--- src/rtl/arr_list_pkg.sv ---
package arr_list_pkg;

    // payload field widths on the stream ports
    localparam int FUNC_W   = 3;
    localparam int POS_W    = 7;
    localparam int VALUE_W  = 32;
    localparam int STATUS_W = 3;
    localparam int COUNT_W  = 7;
    localparam int ELEM_W   = 32;
    localparam int IDX_W    = 6;

    localparam int S_DATA_W = 40;   // position, value, zero fill
    localparam int M_DATA_W = 48;   // status, count, element, element_index

    typedef enum logic [FUNC_W-1:0] {
        FN_INS_START = 3'd0,
        FN_INS_END   = 3'd1,
        FN_INS_POS   = 3'd2,
        FN_DEL_START = 3'd3,
        FN_DEL_END   = 3'd4,
        FN_DEL_POS   = 3'd5,
        FN_DEL_VALUE = 3'd6,
        FN_READ_ALL  = 3'd7
    } func_t;

    typedef enum logic [STATUS_W-1:0] {
        STAT_OK         = 3'd0,
        STAT_FULL       = 3'd1,
        STAT_EMPTY      = 3'd2,
        STAT_BAD_POS    = 3'd3,
        STAT_NOT_FOUND  = 3'd4,
        STAT_EMPTY_READ = 3'd5
    } status_t;

endpackage

--- src/rtl/array_list_insert_delete.sv ---
// Packed list of up to DEPTH signed values held in one synchronous memory (one write port,
// one registered read port) plus an element count. One operation is taken per input
// transaction, selected by s_axis_tuser; the block takes a new transaction only when the
// previous one has finished its memory work, while its result may still wait in the output
// register. Insert or delete at the tail touches at most one slot; otherwise the entries
// behind the target slot move one per cycle through the read-then-write pipe, the
// insert walking down from the tail and the delete walking up past the gap.
// Delete by value scans one entry per cycle until the match, then moves the entries behind
// it the same way. A readout gives one element per cycle while m_axis_tready stays high.
// Every change answers with one transaction carrying status and the new count.
// The memory needs no clearing after reset: only entries below the count are ever read.
module array_list_insert_delete
    import arr_list_pkg::*;
#(
    parameter int DEPTH      = 64,
    parameter int DATA_WIDTH = 32
)
(
    input  logic                clk,
    input  logic                rst_n,

    input  logic                s_axis_tvalid,
    output logic                s_axis_tready,
    input  logic [S_DATA_W-1:0] s_axis_tdata,   // position[6:0], value[38:7], zero[39]
    input  logic [FUNC_W-1:0]   s_axis_tuser,   // func[2:0]

    output logic                m_axis_tvalid,
    input  logic                m_axis_tready,
    output logic [M_DATA_W-1:0] m_axis_tdata,   // status[2:0], count[9:3], element[41:10],
                                                // element_index[47:42]
    output logic                m_axis_tlast    // last
);

    localparam int AW = $clog2(DEPTH);
    localparam int CW = $clog2(DEPTH + 1);
    localparam int XW = ((CW > POS_W) ? CW : POS_W) + 1;

    typedef enum logic [2:0] {
        S_IDLE,
        S_UP,
        S_DN,
        S_SEARCH,
        S_READ,
        S_RESP
    } state_t;

    state_t                        state_reg, state_next;
    logic [CW-1:0]                 count_reg, count_next;
    logic [AW-1:0]                 ptr_reg, ptr_next;
    logic [AW-1:0]                 wr_ptr_reg, wr_ptr_next;
    logic [AW-1:0]                 end_reg, end_next;
    logic                          pend_reg, pend_next;
    logic                          more_reg, more_next;
    logic signed [DATA_WIDTH-1:0]  val_reg, val_next;
    status_t                       status_reg, status_next;

    logic                          out_valid_reg, out_valid_next;
    status_t                       out_status_reg, out_status_next;
    logic [COUNT_W-1:0]            out_count_reg, out_count_next;
    logic [ELEM_W-1:0]             out_elem_reg, out_elem_next;
    logic [IDX_W-1:0]              out_idx_reg, out_idx_next;
    logic                          out_last_reg, out_last_next;

    logic signed [DATA_WIDTH-1:0]  mem [DEPTH];
    logic signed [DATA_WIDTH-1:0]  rd_data_reg;
    logic                          rd_en;
    logic                          wr_en;
    logic [AW-1:0]                 wr_addr;
    logic signed [DATA_WIDTH-1:0]  wr_data;

    func_t                         in_func;
    logic [POS_W-1:0]              in_pos;
    logic signed [VALUE_W-1:0]     in_value;
    logic signed [63:0]            in_wide;
    logic signed [DATA_WIDTH-1:0]  in_val;
    logic signed [63:0]            rd_wide;
    logic [XW-1:0]                 pos_x;
    logic [XW-1:0]                 n_x;
    logic [XW-1:0]                 at_x;
    logic [AW-1:0]                 at_a;
    logic [CW-1:0]                 count_m1;
    logic [AW-1:0]                 nm1;
    logic                          in_fire;
    logic                          out_free;
    logic                          out_load;
    logic                          rd_load;
    logic                          rd_issue;

    assign s_axis_tready = (state_reg == S_IDLE);
    assign in_fire       = s_axis_tvalid && s_axis_tready;

    assign in_func  = func_t'(s_axis_tuser);
    assign in_pos   = s_axis_tdata[POS_W-1:0];
    assign in_value = s_axis_tdata[POS_W+VALUE_W-1:POS_W];
    assign in_wide  = 64'(in_value);
    assign in_val   = in_wide[DATA_WIDTH-1:0];
    assign rd_wide  = 64'(rd_data_reg);

    assign pos_x    = XW'(in_pos);
    assign n_x      = XW'(count_reg);
    assign count_m1 = count_reg - CW'(1);
    assign nm1      = count_m1[AW-1:0];
    assign at_a     = at_x[AW-1:0];

    assign out_free = !out_valid_reg || m_axis_tready;
    assign rd_load  = (state_reg == S_READ) && pend_reg && out_free;
    assign rd_issue = more_reg && (!pend_reg || rd_load);

    // zero-based target slot of an insert or delete
    always_comb
    begin
        case (in_func)
            FN_INS_START: at_x = '0;
            FN_INS_END:   at_x = n_x;
            FN_INS_POS:   at_x = pos_x - XW'(1);
            FN_DEL_START: at_x = '0;
            FN_DEL_END:   at_x = n_x - XW'(1);
            FN_DEL_POS:   at_x = pos_x - XW'(1);
            default:      at_x = '0;
        endcase
    end

    always_comb
    begin
        state_next      = state_reg;
        count_next      = count_reg;
        ptr_next        = ptr_reg;
        wr_ptr_next     = wr_ptr_reg;
        end_next        = end_reg;
        pend_next       = pend_reg;
        more_next       = more_reg;
        val_next        = val_reg;
        status_next     = status_reg;
        out_status_next = out_status_reg;
        out_count_next  = out_count_reg;
        out_elem_next   = out_elem_reg;
        out_idx_next    = out_idx_reg;
        out_last_next   = out_last_reg;
        out_load        = 1'b0;
        rd_en           = 1'b0;
        wr_en           = 1'b0;
        wr_addr         = ptr_reg;
        wr_data         = val_reg;

        case (state_reg)
            S_IDLE:
            begin
                if (in_fire)
                begin
                    val_next    = in_val;
                    status_next = STAT_OK;
                    state_next  = S_RESP;
                    if (in_func inside {FN_INS_START, FN_INS_END, FN_INS_POS})
                    begin
                        if (count_reg == CW'(DEPTH))
                        begin
                            status_next = STAT_FULL;
                        end
                        else if (in_func == FN_INS_POS &&
                                 (pos_x == '0 || pos_x > n_x + XW'(1)))
                        begin
                            status_next = STAT_BAD_POS;
                        end
                        else
                        begin
                            count_next = count_reg + CW'(1);
                            if (at_x == n_x)
                            begin
                                wr_en   = 1'b1;
                                wr_addr = at_a;
                                wr_data = in_val;
                            end
                            else
                            begin
                                ptr_next   = nm1;
                                end_next   = at_a;
                                more_next  = 1'b1;
                                pend_next  = 1'b0;
                                state_next = S_UP;
                            end
                        end
                    end
                    else if (in_func inside {FN_DEL_START, FN_DEL_END, FN_DEL_POS,
                                             FN_DEL_VALUE})
                    begin
                        if (count_reg == '0)
                        begin
                            status_next = STAT_EMPTY;
                        end
                        else if (in_func == FN_DEL_VALUE)
                        begin
                            ptr_next   = '0;
                            end_next   = nm1;
                            more_next  = 1'b1;
                            pend_next  = 1'b0;
                            state_next = S_SEARCH;
                        end
                        else if (in_func == FN_DEL_POS && (pos_x == '0 || pos_x > n_x))
                        begin
                            status_next = STAT_BAD_POS;
                        end
                        else
                        begin
                            count_next = count_m1;
                            if (at_x != n_x - XW'(1))
                            begin
                                ptr_next   = at_a + AW'(1);
                                end_next   = nm1;
                                more_next  = 1'b1;
                                pend_next  = 1'b0;
                                state_next = S_DN;
                            end
                        end
                    end
                    else
                    begin
                        if (count_reg == '0)
                        begin
                            status_next = STAT_EMPTY_READ;
                        end
                        else
                        begin
                            ptr_next   = '0;
                            end_next   = nm1;
                            more_next  = 1'b1;
                            pend_next  = 1'b0;
                            state_next = S_READ;
                        end
                    end
                end
            end

            // walk down from the tail: read slot i, write it to i+1 next cycle
            S_UP:
            begin
                if (pend_reg)
                begin
                    wr_en   = 1'b1;
                    wr_addr = wr_ptr_reg + AW'(1);
                    wr_data = rd_data_reg;
                end
                else if (!more_reg)
                begin
                    wr_en      = 1'b1;
                    wr_addr    = end_reg;
                    wr_data    = val_reg;
                    state_next = S_RESP;
                end
                if (more_reg)
                begin
                    rd_en       = 1'b1;
                    wr_ptr_next = ptr_reg;
                    if (ptr_reg == end_reg)
                        more_next = 1'b0;
                    else
                        ptr_next = ptr_reg - AW'(1);
                end
                pend_next = more_reg;
            end

            // walk up past the gap: read slot i, write it to i-1 next cycle
            S_DN:
            begin
                if (pend_reg)
                begin
                    wr_en   = 1'b1;
                    wr_addr = wr_ptr_reg - AW'(1);
                    wr_data = rd_data_reg;
                end
                if (more_reg)
                begin
                    rd_en       = 1'b1;
                    wr_ptr_next = ptr_reg;
                    if (ptr_reg == end_reg)
                        more_next = 1'b0;
                    else
                        ptr_next = ptr_reg + AW'(1);
                end
                pend_next = more_reg;
                if (!pend_reg && !more_reg)
                    state_next = S_RESP;
            end

            S_SEARCH:
            begin
                if (pend_reg && rd_data_reg == val_reg)
                begin
                    count_next = count_m1;
                    if (wr_ptr_reg == end_reg)
                    begin
                        state_next = S_RESP;
                    end
                    else
                    begin
                        ptr_next   = wr_ptr_reg + AW'(1);
                        more_next  = 1'b1;
                        pend_next  = 1'b0;
                        state_next = S_DN;
                    end
                end
                else
                begin
                    if (more_reg)
                    begin
                        rd_en       = 1'b1;
                        wr_ptr_next = ptr_reg;
                        if (ptr_reg == end_reg)
                            more_next = 1'b0;
                        else
                            ptr_next = ptr_reg + AW'(1);
                    end
                    pend_next = more_reg;
                    if (!pend_reg && !more_reg)
                    begin
                        status_next = STAT_NOT_FOUND;
                        state_next  = S_RESP;
                    end
                end
            end

            // read data register holds while the output is stalled
            S_READ:
            begin
                if (rd_load)
                begin
                    out_load        = 1'b1;
                    out_status_next = STAT_OK;
                    out_count_next  = COUNT_W'(count_reg);
                    out_elem_next   = rd_wide[ELEM_W-1:0];
                    out_idx_next    = IDX_W'(wr_ptr_reg);
                    out_last_next   = (wr_ptr_reg == end_reg);
                    if (wr_ptr_reg == end_reg)
                        state_next = S_IDLE;
                end
                if (rd_issue)
                begin
                    rd_en       = 1'b1;
                    wr_ptr_next = ptr_reg;
                    if (ptr_reg == end_reg)
                        more_next = 1'b0;
                    else
                        ptr_next = ptr_reg + AW'(1);
                    pend_next = 1'b1;
                end
                else if (rd_load)
                begin
                    pend_next = 1'b0;
                end
            end

            S_RESP:
            begin
                if (out_free)
                begin
                    out_load        = 1'b1;
                    out_status_next = status_reg;
                    out_count_next  = COUNT_W'(count_reg);
                    out_elem_next   = '0;
                    out_idx_next    = '0;
                    out_last_next   = 1'b1;
                    state_next      = S_IDLE;
                end
            end

            default:
            begin
                state_next = S_IDLE;
            end
        endcase

        if (out_load)
            out_valid_next = 1'b1;
        else if (m_axis_tready)
            out_valid_next = 1'b0;
        else
            out_valid_next = out_valid_reg;
    end

    always_ff @(posedge clk or negedge rst_n)
    begin
        if (!rst_n)
        begin
            state_reg      <= S_IDLE;
            count_reg      <= '0;
            ptr_reg        <= '0;
            wr_ptr_reg     <= '0;
            end_reg        <= '0;
            pend_reg       <= 1'b0;
            more_reg       <= 1'b0;
            val_reg        <= '0;
            status_reg     <= STAT_OK;
            out_valid_reg  <= 1'b0;
            out_status_reg <= STAT_OK;
            out_count_reg  <= '0;
            out_elem_reg   <= '0;
            out_idx_reg    <= '0;
            out_last_reg   <= 1'b0;
        end
        else
        begin
            state_reg      <= state_next;
            count_reg      <= count_next;
            ptr_reg        <= ptr_next;
            wr_ptr_reg     <= wr_ptr_next;
            end_reg        <= end_next;
            pend_reg       <= pend_next;
            more_reg       <= more_next;
            val_reg        <= val_next;
            status_reg     <= status_next;
            out_valid_reg  <= out_valid_next;
            out_status_reg <= out_status_next;
            out_count_reg  <= out_count_next;
            out_elem_reg   <= out_elem_next;
            out_idx_reg    <= out_idx_next;
            out_last_reg   <= out_last_next;
        end
    end

    // list storage: one write and one registered read per cycle
    always_ff @(posedge clk)
    begin
        if (wr_en)
            mem[wr_addr] <= wr_data;
        if (rd_en)
            rd_data_reg <= mem[ptr_reg];
    end

    assign m_axis_tvalid = out_valid_reg;
    assign m_axis_tdata  = {out_idx_reg, out_elem_reg, out_count_reg, out_status_reg};
    assign m_axis_tlast  = out_last_reg;

    // the shift pipes never read and write one slot in the same cycle
    assert property (@(posedge clk) disable iff (!rst_n)
        !(wr_en && rd_en && wr_addr == ptr_reg))
        else $error("read and write collide on one list slot");

    // a waiting result is never overwritten
    assert property (@(posedge clk) disable iff (!rst_n)
        out_load |-> (!out_valid_reg || m_axis_tready))
        else $error("output register overwritten while stalled");

    assert property (@(posedge clk) disable iff (!rst_n)
        count_reg <= CW'(DEPTH))
        else $error("element count above depth");

    // the count moves only as the result of an accepted transaction
    assert property (@(posedge clk) disable iff (!rst_n)
        (count_reg != count_next) |-> (state_reg == S_IDLE && in_fire) ||
                                      state_reg == S_SEARCH)
        else $error("element count changed outside an operation");

endmodule
--- config.mk ---
export PLATFORM = sky130hd
export DESIGN_NAME = array_list_insert_delete
export DESIGN_NICKNAME = d
export VERILOG_FILES = /design/src/rtl/arr_list_pkg.sv /design/src/rtl/array_list_insert_delete.sv
export SDC_FILE = /design/constraint.sdc
export NUM_CORES = 2
export LEC_CHECK = 0
export ABC_AREA = 1
export BUFFER_PORTS_ARGS = -buffer_cell sky130_fd_sc_hd__buf_2
export CORE_ASPECT_RATIO = 0.6
export CORE_UTILIZATION = 63
export DETAILED_ROUTE_END_ITERATION = 10
export PLACE_DENSITY_LB_ADDON = 0.08
export RECOVER_POWER = 50
export SETUP_SLACK_MARGIN = 0.4
export SYNTH_ARGS = -nofsm -noshare
export SYNTH_HDL_FRONTEND = slang
export SYNTH_SLANG_ARGS = --single-unit
--- constraint.sdc ---
create_clock -name clk -period 5.7 [get_ports clk]
set_clock_uncertainty 0.15 [all_clocks]
set_input_delay 0.57 -clock clk [delete_from_list [all_inputs] [get_ports clk]]
set_output_delay 0.57 -clock clk [all_outputs]
set_load 0.01 [all_outputs]
==> parameters.txt <==
Parameter                              Value

Detailed routing
  Vias after detailed routing    60,400
  Post-detailed-route wirelength per cell    26.0 µm
  Remaining antenna violation count after routing    0
  Vias per Instance    6.48
  Iteration-0 DRC count of the detailed router    8,587
  Final routed wirelength across all metal layers    about 240 mm
  Remaining routing DRC violations    0
  1st-pass router iterations    6

Synthesis
  Unique masters post-synth    53
  Dominant synthesized flop cell    edfxtp_1
  Number of enable-type register cells in the synthesized netlist    2,080
  Async S/R FF share, synth    around 5.2%
  YS warnings    0
  Post-synthesis instance area    roughly 89,000 µm²
  Cell count after synthesis    7,224
  Number of register bits inferred by synthesis    2,195
  Syn_area_per_cell    around 12 µm²
  Net count after synthesis    7,294
  Sequential share of the synthesized area    between 70% and 80%

Timing
  Fmax    0.187 GHz
  Unrepaired setup endpoints after global routing    true
  Measured slew at the worst slew-check pin    3.41 ns
  Tcrit/Tclk final    between 90% and 100%
  Worst-case hold slack    about 0.15 ns
  Final number of hold-violating endpoints    0
  Min cycle time layout    5.36 ns
  Max-slew violation count    about 230
  Post-Route Setup TNS    0 ns
  Setup Viol. Count Final    0
  Slew headroom    -127%

Setup path
  Arrival time at the worst endpoint    ~5.7 ns
  WP data required    6.02 ns
  Depth of the worst register-to-register path    9
  Worst Setup Start Kind    flip-flop
  Critical Path Most Common Cell    o21ai_0
  Largest fanout on the critical path    between 90 and 100
  Slowest-stage cell, CP    dfrtp_1
  Cell chain of the critical path    inv_8, buf_2, clkbuf_2, o21ai_0, o22ai_1, nand2_1, nand4_1, o21ai_0, o21ai_0
  Setup slack, reg-to-reg    0.34 ns
  Start-to-end type of the worst setup path    flip-flop to flip-flop
  Number of buffer and inverter instances along the worst setup path    3
  Crit path capture type    flip-flop
  Total stage count of the critical path    9
  Delay of the slowest cell on the worst path    1.51 ns
  Worst path top cell family by delay    buffers and inverters

Global route
  GRT Max-Usage Layer    met1
  Met3 track utilization from global routing    7.05%
  Wire length of the first global-routing pass    362 mm
  Met1 track utilization from global routing    54.6%
  Vias in the first global route    56,000
  Antenna violations before repair    5
  Largest net degree at the start of global routing    167
  Total global-route track usage    33.9%
  Overflow left after global routing    0
  Met2 Track Usage GR    47.0%

CTS
  H-Tree Level Count    4
  Cts repair resizes    0
  Clock buffer depth    3
  Clock-pin slew on the worst setup and hold paths    0.07 ns
  Clock tree from TritonCTS    done
  CTS Buf Count    between 150 and 200
  Source-to-sink clock delay at the later pin of the worst-skew pair    0.82 ns
  Clock root buffer    clkbuf_16
  Number of sinks on the clock net    between 2,000 and 2,500

Placed design
  Global placer's final weighted congestion    around 0.96
  Port buffer count    96
  Estimated wirelength of the detail-placed design    144 mm

Floorplanning
  Placeable Area    140,000 µm²
  Total die area    143,000 µm²
  Number of rows in the core area    106
  I/O pin count    98
  DIE HEIGHT    slightly below 300 µm
  Initial Util    63.8%
  Die Span X    a little under 500 µm

Final layout
  Share of layout cells above drive strength 1    8.88%
  Net count of the finished layout    7,340
  Register area    65,300 µm²
  Area growth from synthesis to final layout    11.0%
  Register with the most flip-flops    mem
  Number of flip-flops under the largest register name    2,048
  Fill cell count    9,655
  Area of combinational cells with multiple inputs    22,000 µm²

Power
  Power density over the cells    595 nW/µm²
  Max IR drop VDD    just under 0.8 mV
  Static leakage    0.0330 µW

Hold path
  Path class of the lowest-slack min-delay path    primary input to flip-flop
  Hold-critical path depth    7

Outcome
  Violated checks    capacitance limit, slew limit
  Outcome    finished with violations

Flow run
  Maximum Capacitance Violations    5
## path summary, 6_finish.rpt
path                                endpoint               from
setup reg to reg             rd_data_reg[25]         ptr_reg[0]
min in group asynchronous   out_count_reg[3]              rst_n
hold reg to reg            out_status_reg[1]  out_status_reg[1]
hold / removal                      more_reg      s_axis_tvalid
setup / recovery             rd_data_reg[25]         ptr_reg[0]
max in group asynchronous   out_elem_reg[14]              rst_n
## metal layers
| layer | up-vias | wire length [µm] |
|---|---|---|
| met5 | - | 146 |
| met3 | 376 | 28800 |
| met4 | 6 | 5570 |
| met2 | 3673 | 102000 |
| li1 | 26700 | - |
| met1 | 29600 | 105000 |
## cell usage in the layout, fill, tap and decap left out, types with 13 or more instances in the layout
cell	Yosys	layout
a211oi_1	32	32
a21oi_1	122	122
a221oi_1	34	34
a22o_1	48	48
buf_12	0	51
buf_2	28	47
buf_4	2	120
bufinv_16	0	15
clkbuf_1	416	113
clkbuf_16	0	193
clkbuf_4	0	13
clkinv_1	3	40
clkinv_2	0	26
dfrtp_1	115	112
dlygate4sd3_1	0	34
edfxtp_1	2080	2080
ha_1	23	23
inv_1	158	156
inv_2	13	13
nand2_1	725	726
nand2_2	17	16
nand3_1	99	101
nand3_2	21	19
nand4_1	94	94
nor2_1	1192	1131
nor2_4	7	66
nor3_1	13	14
o211ai_1	43	43
o21ai_0	1261	1268
o22ai_1	522	522
xor2_1	27	27
## what timing repair did
| item | CTS | global route |
|---|---|---|
| setup endpoints to repair | 0 | 88 |
| endpoints found under the hold margin | 85 | 0 |
| hold buffers | 34 | 0 |
| setup buffers | 0 | 7 |
## where the power goes
group	internal [µW]	switching (µW)	leakage [µW]
registers	23500	770	0.0203
logic	5050	17000	0.00969
clock network	6980	5810	0.00294
total	35600	23500	0.0330
## tightest hold or removal path: stages
cell and delay [ns]:
buf_2 0.12, inv_1 0.05, nor2_1 0.04, nand3_1 0.07, nand2_1 0.06, nand3_1 0.09, o21ai_0 0.08
## metrics by stage
stage	utilization, %	area, µm²	power [µW]	cells	worst slack [ns]
2_1_floorplan	-	89400	37600	7224	1.03
3_3_place_gp	66.6	93200	46000	8927	0.671
4_1_cts	71.1	99600	59100	9308	0.676
3_5_place_dp	66.6	93200	46500	8927	0.696
5_1_grt	70.9	99300	61600	9315	0.167
6_report	70.9	99300	59100	9316	0.338
## cells by family (layout without fill, tap and decap cells)
family,Yosys count,in the layout,synth area share (%)
buf+inv,660,861,2.86
other cells,0,1,0
compound gates,2094,2094,13.1
flops,2195,2195,73.1
simple gates,2218,2218,10.3
fa+ha+maj,23,23,0.322
xor+xnor,34,34,0.333
## cell type report
cell class | count | area share [%]
antenna | 1 | 0.00252
clock buffer | 246 | 5.11
clock inverter | 101 | 0.977
inverter | 177 | 0.697
multi-input combinational | 4369 | 22.1
sequential | 2195 | 65.8
tap | 1890 | 2.38
timing repair buffer | 337 | 2.90
## cell usage after synthesis, drive strengths merged (2+ instances only)
master | number | share of area (%)
buf | 67 | 0.36
o22ai | 522 | 3.7
nor4 | 6 | 0.042
or2 | 2 | 0.014
inv | 174 | 0.74
and3 | 3 | 0.021
a31o | 6 | 0.059
dfrtp | 115 | 3.2
nand4 | 96 | 0.69
o211ai | 43 | 0.36
nand3 | 126 | 0.91
a221oi | 34 | 0.33
a31oi | 2 | 0.014
o31ai | 7 | 0.059
o21ai | 1270 | 7.1
nor2 | 1210 | 5.2
a21oi | 122 | 0.68
xnor2 | 7 | 0.069
nand2 | 748 | 3.2
a22o | 48 | 0.47
o2111ai | 3 | 0.029
xor2 | 27 | 0.26
clkinv | 3 | 0.013
clkbuf | 416 | 1.7
edfxtp | 2080 | 70
nand3b | 6 | 0.078
nor3b | 4 | 0.034
ha | 23 | 0.32
a211oi | 32 | 0.27
nor3 | 15 | 0.095
No activity file was read; power rests on OpenSTA's default activity.
